### config.mk
export PLATFORM = sky130hd
export DESIGN_NAME = escr_fifo
export DESIGN_NICKNAME = d
export VERILOG_FILES = /design/src/escr_pkg.sv /design/src/escr_fifo.sv
export SDC_FILE = /design/constraint.sdc
export NUM_CORES = 1
export LEC_CHECK = 0
export BUFFER_PORTS_ARGS = -buffer_cell sky130_fd_sc_hd__buf_2
export CELL_PAD_IN_SITES_DETAIL_PLACEMENT = 0
export CELL_PAD_IN_SITES_GLOBAL_PLACEMENT = 1
export CORE_UTILIZATION = 42
export CTS_BUF_LIST = sky130_fd_sc_hd__clkbuf_2
export DETAILED_ROUTE_END_ITERATION = 8
export PLACE_DENSITY_LB_ADDON = 0.1
export SLEW_MARGIN = 20
export SYNTH_ARGS = -nofsm -noshare
export SYNTH_HDL_FRONTEND = slang
export SYNTH_SLANG_ARGS = --single-unit
### constraint.sdc
create_clock -name clk -period 8.2 [get_ports clk]
set_clock_uncertainty 0.15 [all_clocks]
set_input_delay 0.41 -clock clk [delete_from_list [all_inputs] [get_ports clk]]
set_output_delay 0.41 -clock clk [all_outputs]
set_load 0.005 [all_outputs]
### src/escr_pkg.sv
// Shared types and constants for the expert slot cache with copy plan.
`default_nettype none
package escr_pkg;

  // Default number of tag store slots, and the width of the target slot index in a job.
  localparam int SLOTS_DEF = 64;
  localparam int TGT_W     = 10;

  // Result status codes.
  localparam logic [2:0] ST_HIT      = 3'd0;
  localparam logic [2:0] ST_MISS     = 3'd1;
  localparam logic [2:0] ST_COPY     = 3'd2;
  localparam logic [2:0] ST_DISABLED = 3'd3;
  localparam logic [2:0] ST_NO_SRC   = 3'd4;
  localparam logic [2:0] ST_GEOMETRY = 3'd5;
  localparam logic [2:0] ST_STRIDE   = 3'd6;

  // Configuration register indexes.
  localparam logic [2:0] CFG_ENABLED    = 3'd0;
  localparam logic [2:0] CFG_SLOTS      = 3'd1;
  localparam logic [2:0] CFG_SLOT_BYTES = 3'd2;
  localparam logic [2:0] CFG_GATE_BYTES = 3'd3;
  localparam logic [2:0] CFG_UP_BYTES   = 3'd4;
  localparam logic [2:0] CFG_DOWN_BYTES = 3'd5;

  typedef struct packed {
    logic        mode;
    logic [9:0]  layer;
    logic [11:0] expert;
    logic        source_present;
    logic [39:0] gate_offset;
    logic [31:0] gate_pitch;
    logic [39:0] up_offset;
    logic [31:0] up_pitch;
    logic [39:0] down_offset;
    logic [31:0] down_pitch;
  } in_item_t;

  typedef struct packed {
    logic [2:0]  status;
    logic [5:0]  slot;
    logic [47:0] copy_source;
    logic [47:0] copy_dest;
    logic [31:0] copy_length;
    logic        last;
    logic [31:0] hit_total;
    logic [31:0] miss_total;
  } out_item_t;

  typedef struct packed {
    logic        cache_enabled;
    logic [6:0]  slots_in_use;
    logic [34:0] slot_bytes;
    logic [31:0] gate_bytes;
    logic [31:0] up_bytes;
    logic [31:0] down_bytes;
  } cfg_t;

  // Classified request handed from the front to the back.
  typedef struct packed {
    logic [2:0]       status;
    logic [TGT_W-1:0] target;
    logic [11:0]      expert;
    logic [39:0]      gate_offset;
    logic [31:0]      gate_pitch;
    logic [39:0]      up_offset;
    logic [31:0]      up_pitch;
    logic [39:0]      down_offset;
    logic [31:0]      down_pitch;
    logic [31:0]      hits;
    logic [31:0]      misses;
  } job_t;

endpackage
`default_nettype wire

### src/escr_fifo.sv
// Two entry queue that carries classified requests from the front to the back.
`default_nettype none
module escr_fifo (
  input  wire logic          clk,
  input  wire logic          rst,
  input  wire logic          push,
  input  wire escr_pkg::job_t wdata,
  output logic               full,
  input  wire logic          pop,
  output escr_pkg::job_t     rdata,
  output logic               empty
);
  import escr_pkg::*;

  job_t       store [2];
  logic       wptr;
  logic       rptr;
  logic [1:0] count;

  assign full  = (count == 2'd2);
  assign empty = (count == 2'd0);
  assign rdata = store[rptr];

  // Pointers and fill count.
  always_ff @(posedge clk) begin
    if (rst) begin
      wptr  <= 1'b0;
      rptr  <= 1'b0;
      count <= 2'd0;
    end else begin
      if (push && !full) begin
        wptr <= !wptr;
      end
      if (pop && !empty) begin
        rptr <= !rptr;
      end
      count <= count + 2'((push && !full) ? 1 : 0) - 2'((pop && !empty) ? 1 : 0);
    end
  end

  // Entry storage.
  always_ff @(posedge clk) begin
    if (push && !full) begin
      store[wptr] <= wdata;
    end
  end

endmodule
`default_nettype wire

==> impl_summary.txt, run 1 <==
----------------------------------------------------
[Placement]
  I/O Buffers ... 615
  HPWL reported at the end of detailed placement ... 36800 um
  Weighted congestion reported at the end of routability-driven placement ... 0.769

[Die]
  Initial Util ... 42.9%
  # IOs ... 616
  Row Count ... 85
  Height of the die ... 237 um
  DIE WIDTH ... 237 um

[Outcome]
  Outcome ... stopped before the end
  First reported error ... [ERROR RSZ-0060] Max buffer count reached.
  Last flow stage reached ... 4_1_cts

[Clock tree]
  Number of buffers added for setup after CTS ... 0
  Clock Path Buffers ... 3
  Number of buffers created by CTS ... 160
  Root buf cell ... sky130_fd_sc_hd__clkbuf_2
  Post-CTS sizing ... 0
  Cts hold-fix bufs ... 508
  H-Tree Depth ... 4
  Clock sink count ... 615

[Logic synthesis]
  Fraction of the yosys area taken by sequential cells ... 79.1%
  Asr flop ratio synth ... 0%
  Syn avg cell area ... 23.8 um2
  Net count of the mapped netlist ... 1287
  Number of synthesized register bits ... 615
  Count of cell types in the netlist ... 21
  Netlist area before placement ... 23300 um2
  Number of enable-type register cells in the synthesized netlist ... 610
  Instance count of the mapped netlist ... 976
  Most common library cells after synthesis ... 610 x sky130_fd_sc_hd__edfxtp_1, 250 x sky130_fd_sc_hd__mux2_4, 55 x sky130_fd_sc_hd__mux2_2
  Library cell with the highest instance count after synthesis ... sky130_fd_sc_hd__edfxtp_1
  Most common flop cell mapped by yosys ... sky130_fd_sc_hd__edfxtp_1
  Most area-hungry cell type in the Yosys netlist ... sky130_fd_sc_hd__edfxtp_1
  Synth top area cells ... sky130_fd_sc_hd__edfxtp_1 79%, sky130_fd_sc_hd__mux2_4 16%, sky130_fd_sc_hd__mux2_2 2.7%
  Area share of the largest cell type after synthesis ... 78.7%
  Number of synthesis warnings ... 0

----------------------------------------------------
[cells by family after synthesis]
logic type | synth area share, %
muxes | 18.8
and+or+nand+nor | 0.237
buffers and inverters | 1.58
AOI/OAI and AO/OA | 0.0752
DFF | 79.1
xor gates and xnor gates | 0.0753
adders and majority gates | 0.108
[stage by stage]
step | cells | setup slack [ns] | instance area (um2) | hold WS [ns]
global placement | 2261 | 4.75 | 27000 | 0.330
floorplan | 976 | 0.633 | 23300 | 0.301
detailed placement | 2261 | 4.70 | 27000 | 0.341
==> run 2, diff against run 1 <==
Settings changed: CELL_PAD_IN_SITES_DETAIL_PLACEMENT 0 to default, CELL_PAD_IN_SITES_GLOBAL_PLACEMENT 1 to default, CORE_UTILIZATION 42 to 40, CTS_BUF_LIST sky130_fd_sc_hd__clkbuf_2 to default, PLACE_DENSITY_LB_ADDON 0.1 to 0.15.
Clock period 8.2 ns to 10.7 ns, I/O delays scaled along.
==> run 2 against run 1 <==
Compared with the run above:
- the run now ends clean
- synthesized cell count is the same
- area after synthesis is the same
==> impl_summary.txt, run 2 <==
----------------------------------------------------
[Power]
  Int Pwr ... 5.42 mW
  Total Power Consumption ... 7.34 mW
  Switching component of the power ... 1.92 mW
  Sequential cell fraction of total power ... 43.3%
  Proportion of power drawn by combinational gates ... 26.5%
  Leak ... 12.6 nW
  Worst vdd ir ... 0.185 mV
  Proportion of total power due to net switching ... 26.1%
  Clk pwr share ... 30.1%
  Cell Pwr Density ... 228 nW/um2

[STA]
  Final hold violation count ... 0
  Tightest Pin Transition ... 1.23 ns
  Minimum clock period ... 4.11 ns
  Max-slew violations ... 0
  Setup repair after global routing missed its margin ... false
  Count of final setup violators ... 0
  Timing-limited maximum frequency ... 0.243 GHz
  Final worst-path setup slack ... 6.59 ns
  Post-route setup TNS ... 0 ns
  Share of the cycle needed by the critical path after routing ... 38.4%
  Worst relative slew slack ... 18.1%
  Worst hold slack after final layout ... 0.0319 ns

[Logic synthesis]
  Most common library cells after synthesis ... 610 x sky130_fd_sc_hd__edfxtp_1, 250 x sky130_fd_sc_hd__mux2_4, 55 x sky130_fd_sc_hd__mux2_2
  Fraction of the yosys area taken by sequential cells ... 79.1%
  Most common flop cell mapped by yosys ... sky130_fd_sc_hd__edfxtp_1
  Syn avg cell area ... 23.8 um2
  Netlist area before placement ... 23300 um2
  Net count of the mapped netlist ... 1287
  Instance count of the mapped netlist ... 976
  Asr flop ratio synth ... 0%
  Area share of the largest cell type after synthesis ... 78.7%
  Synth top area cells ... sky130_fd_sc_hd__edfxtp_1 79%, sky130_fd_sc_hd__mux2_4 16%, sky130_fd_sc_hd__mux2_2 2.7%
  Library cell with the highest instance count after synthesis ... sky130_fd_sc_hd__edfxtp_1
  Count of cell types in the netlist ... 21
  Number of synthesis warnings ... 0
  Most area-hungry cell type in the Yosys netlist ... sky130_fd_sc_hd__edfxtp_1
  Number of enable-type register cells in the synthesized netlist ... 610
  Number of synthesized register bits ... 615

[Placement]
  HPWL reported at the end of detailed placement ... 36600 um
  I/O Buffers ... 615
  Weighted congestion reported at the end of routability-driven placement ... 0.813
  Placed standard-cell area ... 27100 um2
  DP Cell Count ... 2330
  Setup Slack @ Placement ... 7.09 ns

[Finish]
  Synth-to-layout area growth ... 38.6%
  Fraction of final layout cells sized beyond drive strength 1 ... 51.8%
  Most common library cell in the layout ignoring fill and taps ... sky130_fd_sc_hd__buf_2
  Top library cells by usage in the layout, fill and taps aside ... 615 x sky130_fd_sc_hd__buf_2, 610 x sky130_fd_sc_hd__edfxtp_1, 303 x sky130_fd_sc_hd__dlygate4sd3_1
  Final Core Density ... 56.0%
  Registers with the most flip-flops ... store: 610 flops, count: 2 flops
  Total non-filler cell area in the finished layout ... 32300 um2
  Flip-flop count of the largest register, all copies and words added ... 610
  Post-layout instance count excluding filler cells ... 2755
  Largest register by flop count ... store
  Fin nets ... 2251

[Global routing]
  Global-route wire length before repair ... 81300 um
  Largest net degree at the start of global routing ... 180
  Grt ovf ... 0
  Antenna violations before repair ... 3
  Vias in the first global route ... 13.5k
  Total global routing track utilization ... 18.4%

[Clock tree]
  Number of buffers added for setup after CTS ... 0
  Number of buffers created by CTS ... 68
  H-Tree Depth ... 3
  Clk_lat worst skew ... 0.58 ns
  Post-CTS sizing ... 0
  Clock Path Buffers ... 3
  CTS clk-pin slew, worst paths ... 0.06 ns
  Root buf cell ... sky130_fd_sc_hd__clkbuf_16
  TritonCTS clock tree ... built
  Clock sink count ... 615

[Drt]
  Via count ... 12.6k
  Detail-routed via count per cell ... 4.59
  Count of unresolved DRC violations after routing ... 0
  Routed WL per cell ... 20.2 um
  Antenna viol nets, final ... 0
  Detailed Route Iter0 Violations ... 540
  Drt pass-1 iters ... 4
  Routed Wire Length ... 55600 um

[Run]
  Max cap viols ... 0

[Die]
  Core ar. ... 57600 um2
  DIE WIDTH ... 243 um
  Initial Util ... 40.4%
  # IOs ... 616
  Row Count ... 88
  Overall die area ... 59100 um2
  Height of the die ... 243 um

[Worst hold path]
  Path type of the worst min-delay path ... in2reg
  Origin of the worst min-delay path ... wdata[58]

[Critical path]
  Slowest-stage cell, CP ... sky130_fd_sc_hd__buf_4
  Sort of element at the end of the critical path ... primary output
  WP data required ... 10.02 ns
  CP Buf/Inv Count ... 3
  Cell-by-cell listing of the critical path ... buf_12 -> buf_4 -> mux2_4 -> buf_2
  Maximum single-stage delay on the critical path ... 0.76 ns
  Crit path kind ... reg2out
  Register-to-Register Setup Slack ... 7.37 ns
  Dominant delay contributor by cell family on the critical path ... buffers and inverters
  Data arrival, critical path ... 3.42 ns
  Startpoint of the lowest-slack register-to-register path ... count[0]$_SDFF_PP0_
  Category of the worst setup path launch point ... flip-flop
  Crit path max fanout ... 136

[Outcome]
  Outcome ... finished clean

----------------------------------------------------
-- run 2: cell type report --
cell class / instances / area [um2]
Fill cell: 4543 / 25300
Sequential cell: 615 / 18400
Timing Repair Buffer: 928 / 6260
Multi-Input combinational cell: 323 / 4490
Clock buffer: 84 / 1850
Tap cell: 765 / 957
Clock inverter: 34 / 258
Inverter: 4 / 22.5
Antenna cell: 2 / 5.00
-- run 2: layer usage --
metal  part of all wire (%)  up-vias  track usage (%)
met5                  0.014        -                0
met4                    3.7        2             8.69
met3                    7.2      106             5.57
met2                     52      454             31.9
met1                     37     6241             20.5
li1                       -     5839                -
-- run 2: power groups by stage --
stage / sequential (mW) / clock (mW) / combinational (mW)
CTS: 3.18 / 2.28 / 1.98
floorplan: 3.30 / 0 / 1.19
finish: 3.18 / 2.21 / 1.95
global route: 3.21 / 2.37 / 2.08
global placement: 3.23 / 0 / 1.86
detailed placement: 3.23 / 0 / 1.87
-- run 2: cells by family after synthesis --
group	share of synthesized area, %
flops	79.1
simple gates	0.237
compound gates	0.0752
xor+xnor	0.0753
fa+ha+maj	0.108
mux	18.8
buf+inv	1.58
-- run 2: repair_timing --
item / CTS / global route
hold endpoints to repair: 608 / 0
hold buffers: 303 / 0
endpoints found under the setup margin: 0 / 0
-- run 2: worst paths after layout --
kind,to,depth (start not counted)
worst min-delay path,store[0][58]$_DFFE_PP_,1
worst min register to register,wptr$_SDFFE_PP0P_,2
worst max register to register,store[1][54]$_DFFE_PP_,4
worst max-delay path,rdata[232],4
(Power assumes the default switching activity.)
