File: config.mk
export PLATFORM = sky130hd
export DESIGN_NAME = escr_front
export DESIGN_NICKNAME = d
export VERILOG_FILES = /design/src/escr_pkg.sv /design/src/escr_ram.sv /design/src/escr_front.sv
export SDC_FILE = /design/constraint.sdc
export NUM_CORES = 2
export LEC_CHECK = 0
export BUFFER_PORTS_ARGS = -buffer_cell sky130_fd_sc_hd__buf_4
export CORE_MARGIN = 1.5
export CORE_UTILIZATION = 38
export CTS_CLUSTER_SIZE = 10
export DETAILED_ROUTE_END_ITERATION = 7
export GPL_TIMING_DRIVEN = 0
export MAX_ROUTING_LAYER = met4
export SLEW_MARGIN = 20
export SYNTH_ARGS = -nofsm -noshare
export SYNTH_HDL_FRONTEND = slang
export SYNTH_SLANG_ARGS = --single-unit
export TNS_END_PERCENT = 5
File: constraint.sdc
create_clock -name clk -period 15.75 [get_ports clk]
set_clock_uncertainty 0.2 [all_clocks]
set_input_delay 1.575 -clock clk [delete_from_list [all_inputs] [get_ports clk]]
set_output_delay 1.575 -clock clk [all_outputs]
set_load 0.005 [all_outputs]
File: src/escr_pkg.sv
// Shared types and constants for the expert slot cache with copy plan.
`default_nettype none
package escr_pkg;

  // Default number of tag store slots, and the width of the target slot index in a job.
  localparam int SLOTS_DEF = 64;
  localparam int TGT_W     = 10;

  // Result status codes.
  localparam logic [2:0] ST_HIT      = 3'd0;
  localparam logic [2:0] ST_MISS     = 3'd1;
  localparam logic [2:0] ST_COPY     = 3'd2;
  localparam logic [2:0] ST_DISABLED = 3'd3;
  localparam logic [2:0] ST_NO_SRC   = 3'd4;
  localparam logic [2:0] ST_GEOMETRY = 3'd5;
  localparam logic [2:0] ST_STRIDE   = 3'd6;

  // Configuration register indexes.
  localparam logic [2:0] CFG_ENABLED    = 3'd0;
  localparam logic [2:0] CFG_SLOTS      = 3'd1;
  localparam logic [2:0] CFG_SLOT_BYTES = 3'd2;
  localparam logic [2:0] CFG_GATE_BYTES = 3'd3;
  localparam logic [2:0] CFG_UP_BYTES   = 3'd4;
  localparam logic [2:0] CFG_DOWN_BYTES = 3'd5;

  typedef struct packed {
    logic        mode;
    logic [9:0]  layer;
    logic [11:0] expert;
    logic        source_present;
    logic [39:0] gate_offset;
    logic [31:0] gate_pitch;
    logic [39:0] up_offset;
    logic [31:0] up_pitch;
    logic [39:0] down_offset;
    logic [31:0] down_pitch;
  } in_item_t;

  typedef struct packed {
    logic [2:0]  status;
    logic [5:0]  slot;
    logic [47:0] copy_source;
    logic [47:0] copy_dest;
    logic [31:0] copy_length;
    logic        last;
    logic [31:0] hit_total;
    logic [31:0] miss_total;
  } out_item_t;

  typedef struct packed {
    logic        cache_enabled;
    logic [6:0]  slots_in_use;
    logic [34:0] slot_bytes;
    logic [31:0] gate_bytes;
    logic [31:0] up_bytes;
    logic [31:0] down_bytes;
  } cfg_t;

  // Classified request handed from the front to the back.
  typedef struct packed {
    logic [2:0]       status;
    logic [TGT_W-1:0] target;
    logic [11:0]      expert;
    logic [39:0]      gate_offset;
    logic [31:0]      gate_pitch;
    logic [39:0]      up_offset;
    logic [31:0]      up_pitch;
    logic [39:0]      down_offset;
    logic [31:0]      down_pitch;
    logic [31:0]      hits;
    logic [31:0]      misses;
  } job_t;

endpackage
`default_nettype wire

File: src/escr_ram.sv
// Generic single write port, single read port RAM with registered read data.
`default_nettype none
module escr_ram #(
  parameter int WIDTH = 8,
  parameter int DEPTH = 16
) (
  input  wire logic                                          clk,
  input  wire logic                                          we,
  input  wire logic [((DEPTH > 1) ? $clog2(DEPTH) : 1)-1:0] waddr,
  input  wire logic [WIDTH-1:0]                              wdata,
  input  wire logic [((DEPTH > 1) ? $clog2(DEPTH) : 1)-1:0] raddr,
  output logic [WIDTH-1:0]                                   rdata
);

  logic [WIDTH-1:0] mem [DEPTH];

  // Write and registered read.
  always_ff @(posedge clk) begin
    if (we) begin
      mem[waddr] <= wdata;
    end
    rdata <= mem[raddr];
  end

endmodule
`default_nettype wire

File: src/escr_front.sv
// Front end: accepts requests, scans the tag store and classifies each request.
`default_nettype none
module escr_front #(
  parameter int SLOTS = escr_pkg::SLOTS_DEF
) (
  input  wire logic          clk,
  input  wire logic          rst,
  input  wire escr_pkg::cfg_t cfg,
  input  wire logic          in_valid,
  output logic               in_ready,
  input  wire escr_pkg::in_item_t in_item,
  output logic               push,
  output escr_pkg::job_t     job,
  input  wire logic          q_full
);
  import escr_pkg::*;

  localparam int IW = (SLOTS > 1) ? $clog2(SLOTS) : 1;
  localparam int CW = $clog2(SLOTS + 1);
  localparam int NW = (CW > 7) ? CW : 7;

  typedef enum logic [1:0] {F_IDLE, F_SCAN, F_DECIDE} fstate_t;

  fstate_t     state;
  in_item_t    req;
  logic [CW-1:0] idx;
  logic        cmp_vld;
  logic [IW-1:0] cmp_idx;
  logic        hit_found;
  logic [IW-1:0] hit_idx;
  logic        free_found;
  logic [IW-1:0] free_idx;
  logic        dis;
  logic [31:0] hits;
  logic [31:0] misses;
  logic [SLOTS-1:0] occupied;
  logic [SLOTS-1:0] findable;

  logic [NW-1:0] n_eff;
  logic          dis_now;
  logic [21:0]   tag_rdata;
  logic          tag_we;
  logic [IW-1:0] tgt;
  logic          mark;
  logic          evict0;
  logic [31:0]   hits_next;
  logic [31:0]   misses_next;
  logic          last_cmp;
  logic          match;

  // Active slot count, clamped to the store depth.
  assign n_eff   = (NW'(cfg.slots_in_use) > NW'(SLOTS)) ? NW'(SLOTS) : NW'(cfg.slots_in_use);
  assign dis_now = !cfg.cache_enabled || (n_eff == '0);
  assign in_ready = (state == F_IDLE);
  assign push     = (state == F_DECIDE) && !q_full;

  escr_ram #(.WIDTH(22), .DEPTH(SLOTS)) u_tags (
    .clk   (clk),
    .we    (tag_we),
    .waddr (tgt),
    .wdata ({req.layer, req.expert}),
    .raddr (idx[IW-1:0]),
    .rdata (tag_rdata)
  );

  assign match    = findable[cmp_idx] && (tag_rdata == {req.layer, req.expert});
  assign last_cmp = (NW'(cmp_idx) + NW'(1)) == n_eff;

  // Classification of the scanned request.
  always_comb begin
    job             = '0;
    job.expert      = req.expert;
    job.gate_offset = req.gate_offset;
    job.gate_pitch  = req.gate_pitch;
    job.up_offset   = req.up_offset;
    job.up_pitch    = req.up_pitch;
    job.down_offset = req.down_offset;
    job.down_pitch  = req.down_pitch;
    hits_next       = hits;
    misses_next     = misses;
    tag_we          = 1'b0;
    mark            = 1'b0;
    evict0          = 1'b0;
    tgt             = free_found ? free_idx : '0;
    if (dis) begin
      job.status = ST_DISABLED;
    end else if (hit_found) begin
      hits_next  = (hits == '1) ? hits : hits + 32'd1;
      job.status = ST_HIT;
      job.target = TGT_W'(hit_idx);
    end else begin
      misses_next = (misses == '1) ? misses : misses + 32'd1;
      if (!req.mode) begin
        job.status = ST_MISS;
      end else begin
        evict0 = !free_found;
        if (!req.source_present) begin
          job.status = ST_NO_SRC;
        end else if (cfg.slot_bytes != (35'(cfg.gate_bytes) + 35'(cfg.up_bytes)
                                       + 35'(cfg.down_bytes))) begin
          job.status = ST_GEOMETRY;
        end else if ((req.gate_pitch < cfg.gate_bytes) || (req.up_pitch < cfg.up_bytes)
                     || (req.down_pitch < cfg.down_bytes)) begin
          job.status = ST_STRIDE;
        end else begin
          job.status = ST_COPY;
          job.target = TGT_W'(tgt);
          tag_we     = push;
          mark       = 1'b1;
        end
      end
    end
    job.hits   = hits_next;
    job.misses = misses_next;
  end

  // Front state machine, scan pipeline and tag store flags.
  always_ff @(posedge clk) begin
    if (rst) begin
      state    <= F_IDLE;
      cmp_vld  <= 1'b0;
      hits     <= '0;
      misses   <= '0;
      occupied <= '0;
      findable <= '0;
    end else begin
      unique case (state)
        F_IDLE: begin
          if (in_valid) begin
            req        <= in_item;
            dis        <= dis_now;
            hit_found  <= 1'b0;
            free_found <= 1'b0;
            idx        <= '0;
            cmp_vld    <= 1'b0;
            state      <= dis_now ? F_DECIDE : F_SCAN;
          end
        end
        F_SCAN: begin
          cmp_vld <= NW'(idx) < n_eff;
          cmp_idx <= idx[IW-1:0];
          if (NW'(idx) < n_eff) begin
            idx <= idx + CW'(1);
          end
          if (cmp_vld) begin
            if (match) begin
              hit_found <= 1'b1;
              hit_idx   <= cmp_idx;
              state     <= F_DECIDE;
            end else begin
              if (!occupied[cmp_idx] && !free_found) begin
                free_found <= 1'b1;
                free_idx   <= cmp_idx;
              end
              if (last_cmp) begin
                state <= F_DECIDE;
              end
            end
          end
        end
        F_DECIDE: begin
          if (!q_full) begin
            hits   <= hits_next;
            misses <= misses_next;
            // A successful load into an evicted slot 0 makes it findable again.
            if (mark) begin
              occupied[tgt] <= 1'b1;
              findable[tgt] <= 1'b1;
            end else if (evict0) begin
              findable[0] <= 1'b0;
            end
            state <= F_IDLE;
          end
        end
        default: state <= F_IDLE;
      endcase
    end
  end

endmodule
`default_nettype wire

Word level (Yosys, flattened, before mapping)
Memory sizes are Yosys's and may differ from the RTL's. A register that Yosys moved wholly into a read port is not among the register bits. Index checks and enable logic that the tools add are counted.

Flip-flop bits (word level): 463. Bits in writable memories: 1408. Input port bits: 383. Output and inout port bits: 307. Logic and storage cells: 149. Memories kept: 1.

Add/subtract/negate cells: 6. $lt $le $gt $ge: 8. Equal/unequal tests: 15. Mux-type cells: 63. Bitwise operators: 5. Reductions and logical operators: 27.

Memory list: u_tags.mem (words 64, bits a word 22, read ports 1, clocked after Yosys merged registers in 1, wr ports 1, line escr_ram.sv:15) `logic [WIDTH-1:0] mem [DEPTH];`.

Operator list (number): 32-bit 2-to-1 mux (6); 64-bit bitwise OR (2); 32-bit < comparator (3); 32-bit by 1-bit adder with 32-bit output (second input constant) (2); 32-bit == test (second input constant) (2); 35-bit by 34-bit != test with 1-bit output (1); 33-bit by 32-bit adder with 34-bit output (1); 32-bit by 32-bit adder with 33-bit output (1); 6-bit 2-to-1 mux (5); 1-bit 2-to-1 mux (28); 22-bit == test (1); 7-bit 2-to-1 mux (3); 3-bit 2-to-1 mux (5); 6-bit by 7-bit < comparator with 1-bit output (second input constant) (2); 2-bit != test (second input constant) (7); 7-bit case mux with 2 select lines (1); 13-bit 2-to-1 mux (1); 1-bit binary-select mux with 6-bit select (2); 2-bit 2-to-1 mux (6); 4-bit AND reduction (3); 10-bit 2-to-1 mux (1); 5-bit AND reduction (2); 3-bit AND reduction (3); 6-bit by 1-bit adder with 7-bit output (second input constant) (1); other kinds (20) (35).

Logic depth before layout (Yosys ltp)
Word-level depth: 11. Depth in mapped cells: 17. Gate-level depth less buffers: 15.

Modules after synthesis
A second synthesis with hierarchy kept.

Cell total of the unflattened synthesis: 4822. Area total of the unflattened synthesis: 80425.9 sq um.

By module, submodules not included: escr_ram (times used 1, cells each 2349, area each 54273.3 sq um, sequential area each 42721.0 sq um); escr_front (times used 1, cells each 2473, area each 26152.6 sq um, sequential area each 11951.5 sq um).

Least setup slack after synthesis
No wires, ideal clock.

Kind: input -> register. Start: input rst. End: register dis, enable pin. Setup time: 0.846 ns. Data arrival time: 12.196 ns. Data required time: 14.704 ns. Slack: 2.507 ns. Stages on the path: 4. Buffers on the path: 3. Cell sequence: clkbuf_1 > clkbuf_1 > buf_1 > nor2_1.

Word-level cells in the longest chain between the ends: 2.

RTL lines: from (decl) (line escr_front.sv:7) `input wire logic rst,`; 1-bit inverter (no source line); 3-bit AND reduction (no source line); to (signal assigned) (line escr_front.sv:131) `dis <= dis_now;`; to (decl) (line escr_front.sv:33) `logic dis;`.

Every way passes these cells. A chain may end at the register's enable or synchronous reset.

==> out/results.tsv <==
stage	metric	value	unit
status	result of the run	finished, violations left	
status	failing checks	design-rule violations	
layout	ratio of cells with drive above 1 in the final layout	0.339	
clocking	Max Buffers Root-to-Sink	3	
grt	total global routing overflow	0	
worst_setup_path	critical-path cell with the highest stage delay	sky130_fd_sc_hd__or4_1	
timing	Hold Fails Final Rpt	0	
synthesis	sequential fraction of the synthesis area	0.689	
die	number of top-level pins	690	
die	overall die area	0.212	mm^2
detailed_routing	count of routing violations after the opening detailed-route iteration	4539	
synthesis	fraction of synthesized cell area taken by the top area cell type	0.634	
synthesis	Syn Inst Count	4512	
detailed_routing	1st-pass router iterations	8	
synthesis	yosys warns	0	
worst_setup_path	data arrival time at the worst-slack endpoint	6.40	ns
worst_setup_path	sum of buffers and inverters on the critical path	3	
synthesis	cell area after synthesis	0.0793	mm^2
die	vertical extent of the die	460	um
worst_setup_path	worst setup path category	input port to output port	
worst_setup_path	Slowest Stage Delay on Critical Path	0.60	ns
grt	vias in the first global route	46100	
layout	fin cells	8447	
power_and_ir_drop	cell area power density	119	mW/mm^2
placement	buffers added on ports	684	
clocking	Clock Pin Slew Worst Setup and Hold Paths	0.05	ns
clocking	total setup buffers inserted after CTS	0	
die	initial cell density of the core	0.383	
layout	commonest non-fill, non-tap cells in the layout	sky130_fd_sc_hd__edfxtp_1, sky130_fd_sc_hd__buf_4, sky130_fd_sc_hd__mux4_2	
synthesis	Post-Syn Area per Cell	17.6	um^2
worst_setup_path	endpoint type of the worst setup path	output port	
timing	remaining max-slew budget at the tightest pin	0.219	
timing	number of setup violations in the final report	0	
worst_setup_path	critical path data required time	13.98	ns
detailed_routing	total wire length	261	mm
grt	layer with the highest usage	met2	
grt	met1 track demand over resource in global routing	0.307	
detailed_routing	DR vias	45400	
worst_setup_path	highest fanout seen on the critical path	10	
synthesis	post-synthesis async set-or-reset flop share	0	
grt	largest net degree at the start of global routing	30	
clocking	root buf cell	sky130_fd_sc_hd__clkbuf_16	
clocking	Hold-fix buffers, CTS	0	
synthesis	library cells used by synthesis	79	
grt	met2 layer usage reported by global route	0.416	
worst_setup_path	startpoint type of the worst setup path	input port	
worst_setup_path	chain of cells forming the critical path	buf_4 -> fa_1 -> ha_1 -> fa_1 -> a21o_1 -> a221o_1 -> a21oi_2 -> o21ai_2 -> a21oi_1 -> mux2_1 -> or4_1 -> nor4_4 -> buf_6 -> nand3_1 -> o21ai_0 -> buf_4	
layout	final-stage net count	6065	
detailed_routing	count of antenna-violating nets left after detailed routing	0	
timing	Worst-Margin Slew	1.17	ns
placement	placed cell count	8086	
clocking	clk_lat worst skew	0.87	ns
clocking	clock tree sinks	1893	
clocking	number of buffers added by the clock tree synthesis step	214	
layout	leading cell type in the layout, fill and taps excluded	sky130_fd_sc_hd__edfxtp_1	
clocking	H-tree depth reported by CTS	4	
synthesis	Yosys reg bits	1893	
timing	highest attainable clock frequency	122	MHz
power_and_ir_drop	leakage power total	33.4	nW
detailed_routing	Remaining DRCs	2	
placement	Placer Congestion	1.01	
timing	crit path setup slack, layout	7.58	ns
synthesis	number of flops mapped to enable cells by yosys	1676	
grt	number of antenna violations at the first check in global routing	51	
clocking	CTS tree	built	
timing	final max-slew violation count	0	
timing	portion of the clock cycle consumed by the worst path in the final layout	0.519	
power_and_ir_drop	Peak supply drop	126	uV
synthesis	primary flip-flop cell chosen by synthesis mapping	sky130_fd_sc_hd__edfxtp_1	
worst_hold_path	worst hold path class	flip-flop to flip-flop	
grt	GRT Overall Usage	0.253	
detailed_routing	Via-to-Cell Ratio	5.38	
layout	area delta synth->final	20.8	%
clocking	Resize count post-CTS	0	
grt	first-pass GRT wire length	359	mm
die	die boundary width	460	um
die	Core Box Area	0.207	mm^2
timing	clock period minus final worst setup slack	8.17	ns
timing	unrepaired setup endpoints after global routing	false	
worst_setup_path	top cell family by delay on the critical path	compound AO/OA/AOI/OAI gates	
die	Rows	167	
synthesis	post-synthesis cell type with the largest combined area	sky130_fd_sc_hd__edfxtp_1	
grt	met3 global-route usage	0.0637	
synthesis	largest cells by area after synthesis	sky130_fd_sc_hd__edfxtp_1, sky130_fd_sc_hd__mux4_2, sky130_fd_sc_hd__dfxtp_1, sky130_fd_sc_hd__buf_4, sky130_fd_sc_hd__ha_1	
placement	post-place setup slack	7.59	ns
job	Max Cap Violations	0	
detailed_routing	per-cell routed wire length	30.9	um
placement	total half-perimeter wirelength after legalization and detailed placement	193	mm
==> per-stage QoR <==
step | setup TNS [ns] | power, mW | hold WS (ns) | area (um^2) | utilization
after floorplan | 0 | 6.40 | 0.222 | 79300 | -
after global placement | -1134.75 | 7.00 | 0.229 | 88000 | 0.424
after detailed placement | 0 | 7.01 | 0.236 | 89500 | 0.432
after CTS | 0 | 11.5 | 0.244 | 95700 | 0.462
after global routing | 0 | 11.8 | 0.257 | 95800 | 0.462
final | 0 | 11.4 | 0.242 | 95800 | 0.462
==> cell type report <==
type	instances	area, um^2
Antenna cell	42	105
Buffer	422	2540
Clock buffer	289	5690
Clock inverter	29	439
Fill cell	18000	111000
Inverter	300	1130
Multi-Input combinational cell	1900	21100
Sequential cell	1893	54700
Tap cell	2788	3490
Timing Repair Buffer	784	6670
==> worst reg2reg max path, delay by kind of cell, from the launching register on <==
kind / cells / cell delay (ns)
AOI/OAI and AO/OA: 6 / 1.65
and+or+nand+nor: 2 / 1.26
buffers and inverters: 2 / 1.12
DFF: 1 / 0.50
adders and majority gates: 1 / 0.32
==> where the power goes <==
| group | total, mW | switching [mW] | internal (mW) |
|---|---|---|---|
| registers | 5.60 | 0.0566 | 5.54 |
| logic | 1.31 | 0.743 | 0.572 |
| clock network | 4.51 | 1.98 | 2.53 |
==> cell families after synthesis <==
group | count (synthesis) | synth area share
other | 1 | 0.0000473
XOR/XNOR | 178 | 0.0197
multiplexers | 513 | 0.144
buffers and inverters | 722 | 0.0457
adder cells (fa/ha/maj) | 167 | 0.0295
AND/OR/NAND/NOR | 608 | 0.0390
flip-flops | 1893 | 0.689
AO/OA/AOI/OAI | 430 | 0.0326
==> Yosys cell counts, types with 11 or more instances <==
master / count
sky130_fd_sc_hd__xnor2_1: 89
sky130_fd_sc_hd__ha_1: 134
sky130_fd_sc_hd__clkbuf_1: 125
sky130_fd_sc_hd__o211ai_1: 11
sky130_fd_sc_hd__or3_1: 28
sky130_fd_sc_hd__nand3_1: 65
sky130_fd_sc_hd__edfxtp_1: 1676
sky130_fd_sc_hd__nand4_1: 99
sky130_fd_sc_hd__xor2_1: 89
sky130_fd_sc_hd__fa_1: 33
sky130_fd_sc_hd__o21ai_0: 66
sky130_fd_sc_hd__dfxtp_1: 217
sky130_fd_sc_hd__nand2b_1: 23
sky130_fd_sc_hd__buf_2: 18
sky130_fd_sc_hd__inv_1: 300
sky130_fd_sc_hd__and4_1: 12
sky130_fd_sc_hd__and3_1: 20
sky130_fd_sc_hd__nor2_1: 159
sky130_fd_sc_hd__mux4_2: 504
sky130_fd_sc_hd__buf_1: 41
sky130_fd_sc_hd__nand2_1: 113
sky130_fd_sc_hd__nor2b_1: 12
sky130_fd_sc_hd__o21a_1: 21
sky130_fd_sc_hd__buf_4: 233
sky130_fd_sc_hd__nor3_1: 34
sky130_fd_sc_hd__a211oi_1: 11
sky130_fd_sc_hd__a21oi_1: 215
sky130_fd_sc_hd__nor4_1: 14
sky130_fd_sc_hd__a21o_1: 30
==> final timing paths <==
path,startpoint,endpoint,slack [ns],cells after the start
setup / recovery,cfg[1],job[296],7.58,16
hold / removal,findable[18],findable[18],0.24,2
setup reg to reg,job[65],u_tags.mem[17][10],10.28,11
hold reg to reg,findable[18],findable[18],0.24,2
==> flip-flops by register name, summed over array words and instances (netlist names) <==
name	cells
cmp_idx	6
cmp_vld	1
dis	1
findable	64
free_found	1
free_idx	6
hit_found	1
hit_idx	6
hits	32
idx	7
job	228
misses	32
occupied	64
req	12
state	2
u_tags.mem	1408
u_tags.rdata	22
==> layer usage <==
| metal | wire [um] | vias up |
|---|---|---|
| met1 | 99400 | 23700 |
| met5 | 0 | - |
| met3 | 22600 | 337 |
| met2 | 130000 | 1886 |
| li1 | - | 19500 |
| met4 | 8750 | 0 |
No activity file was read; power rests on OpenSTA's default activity.
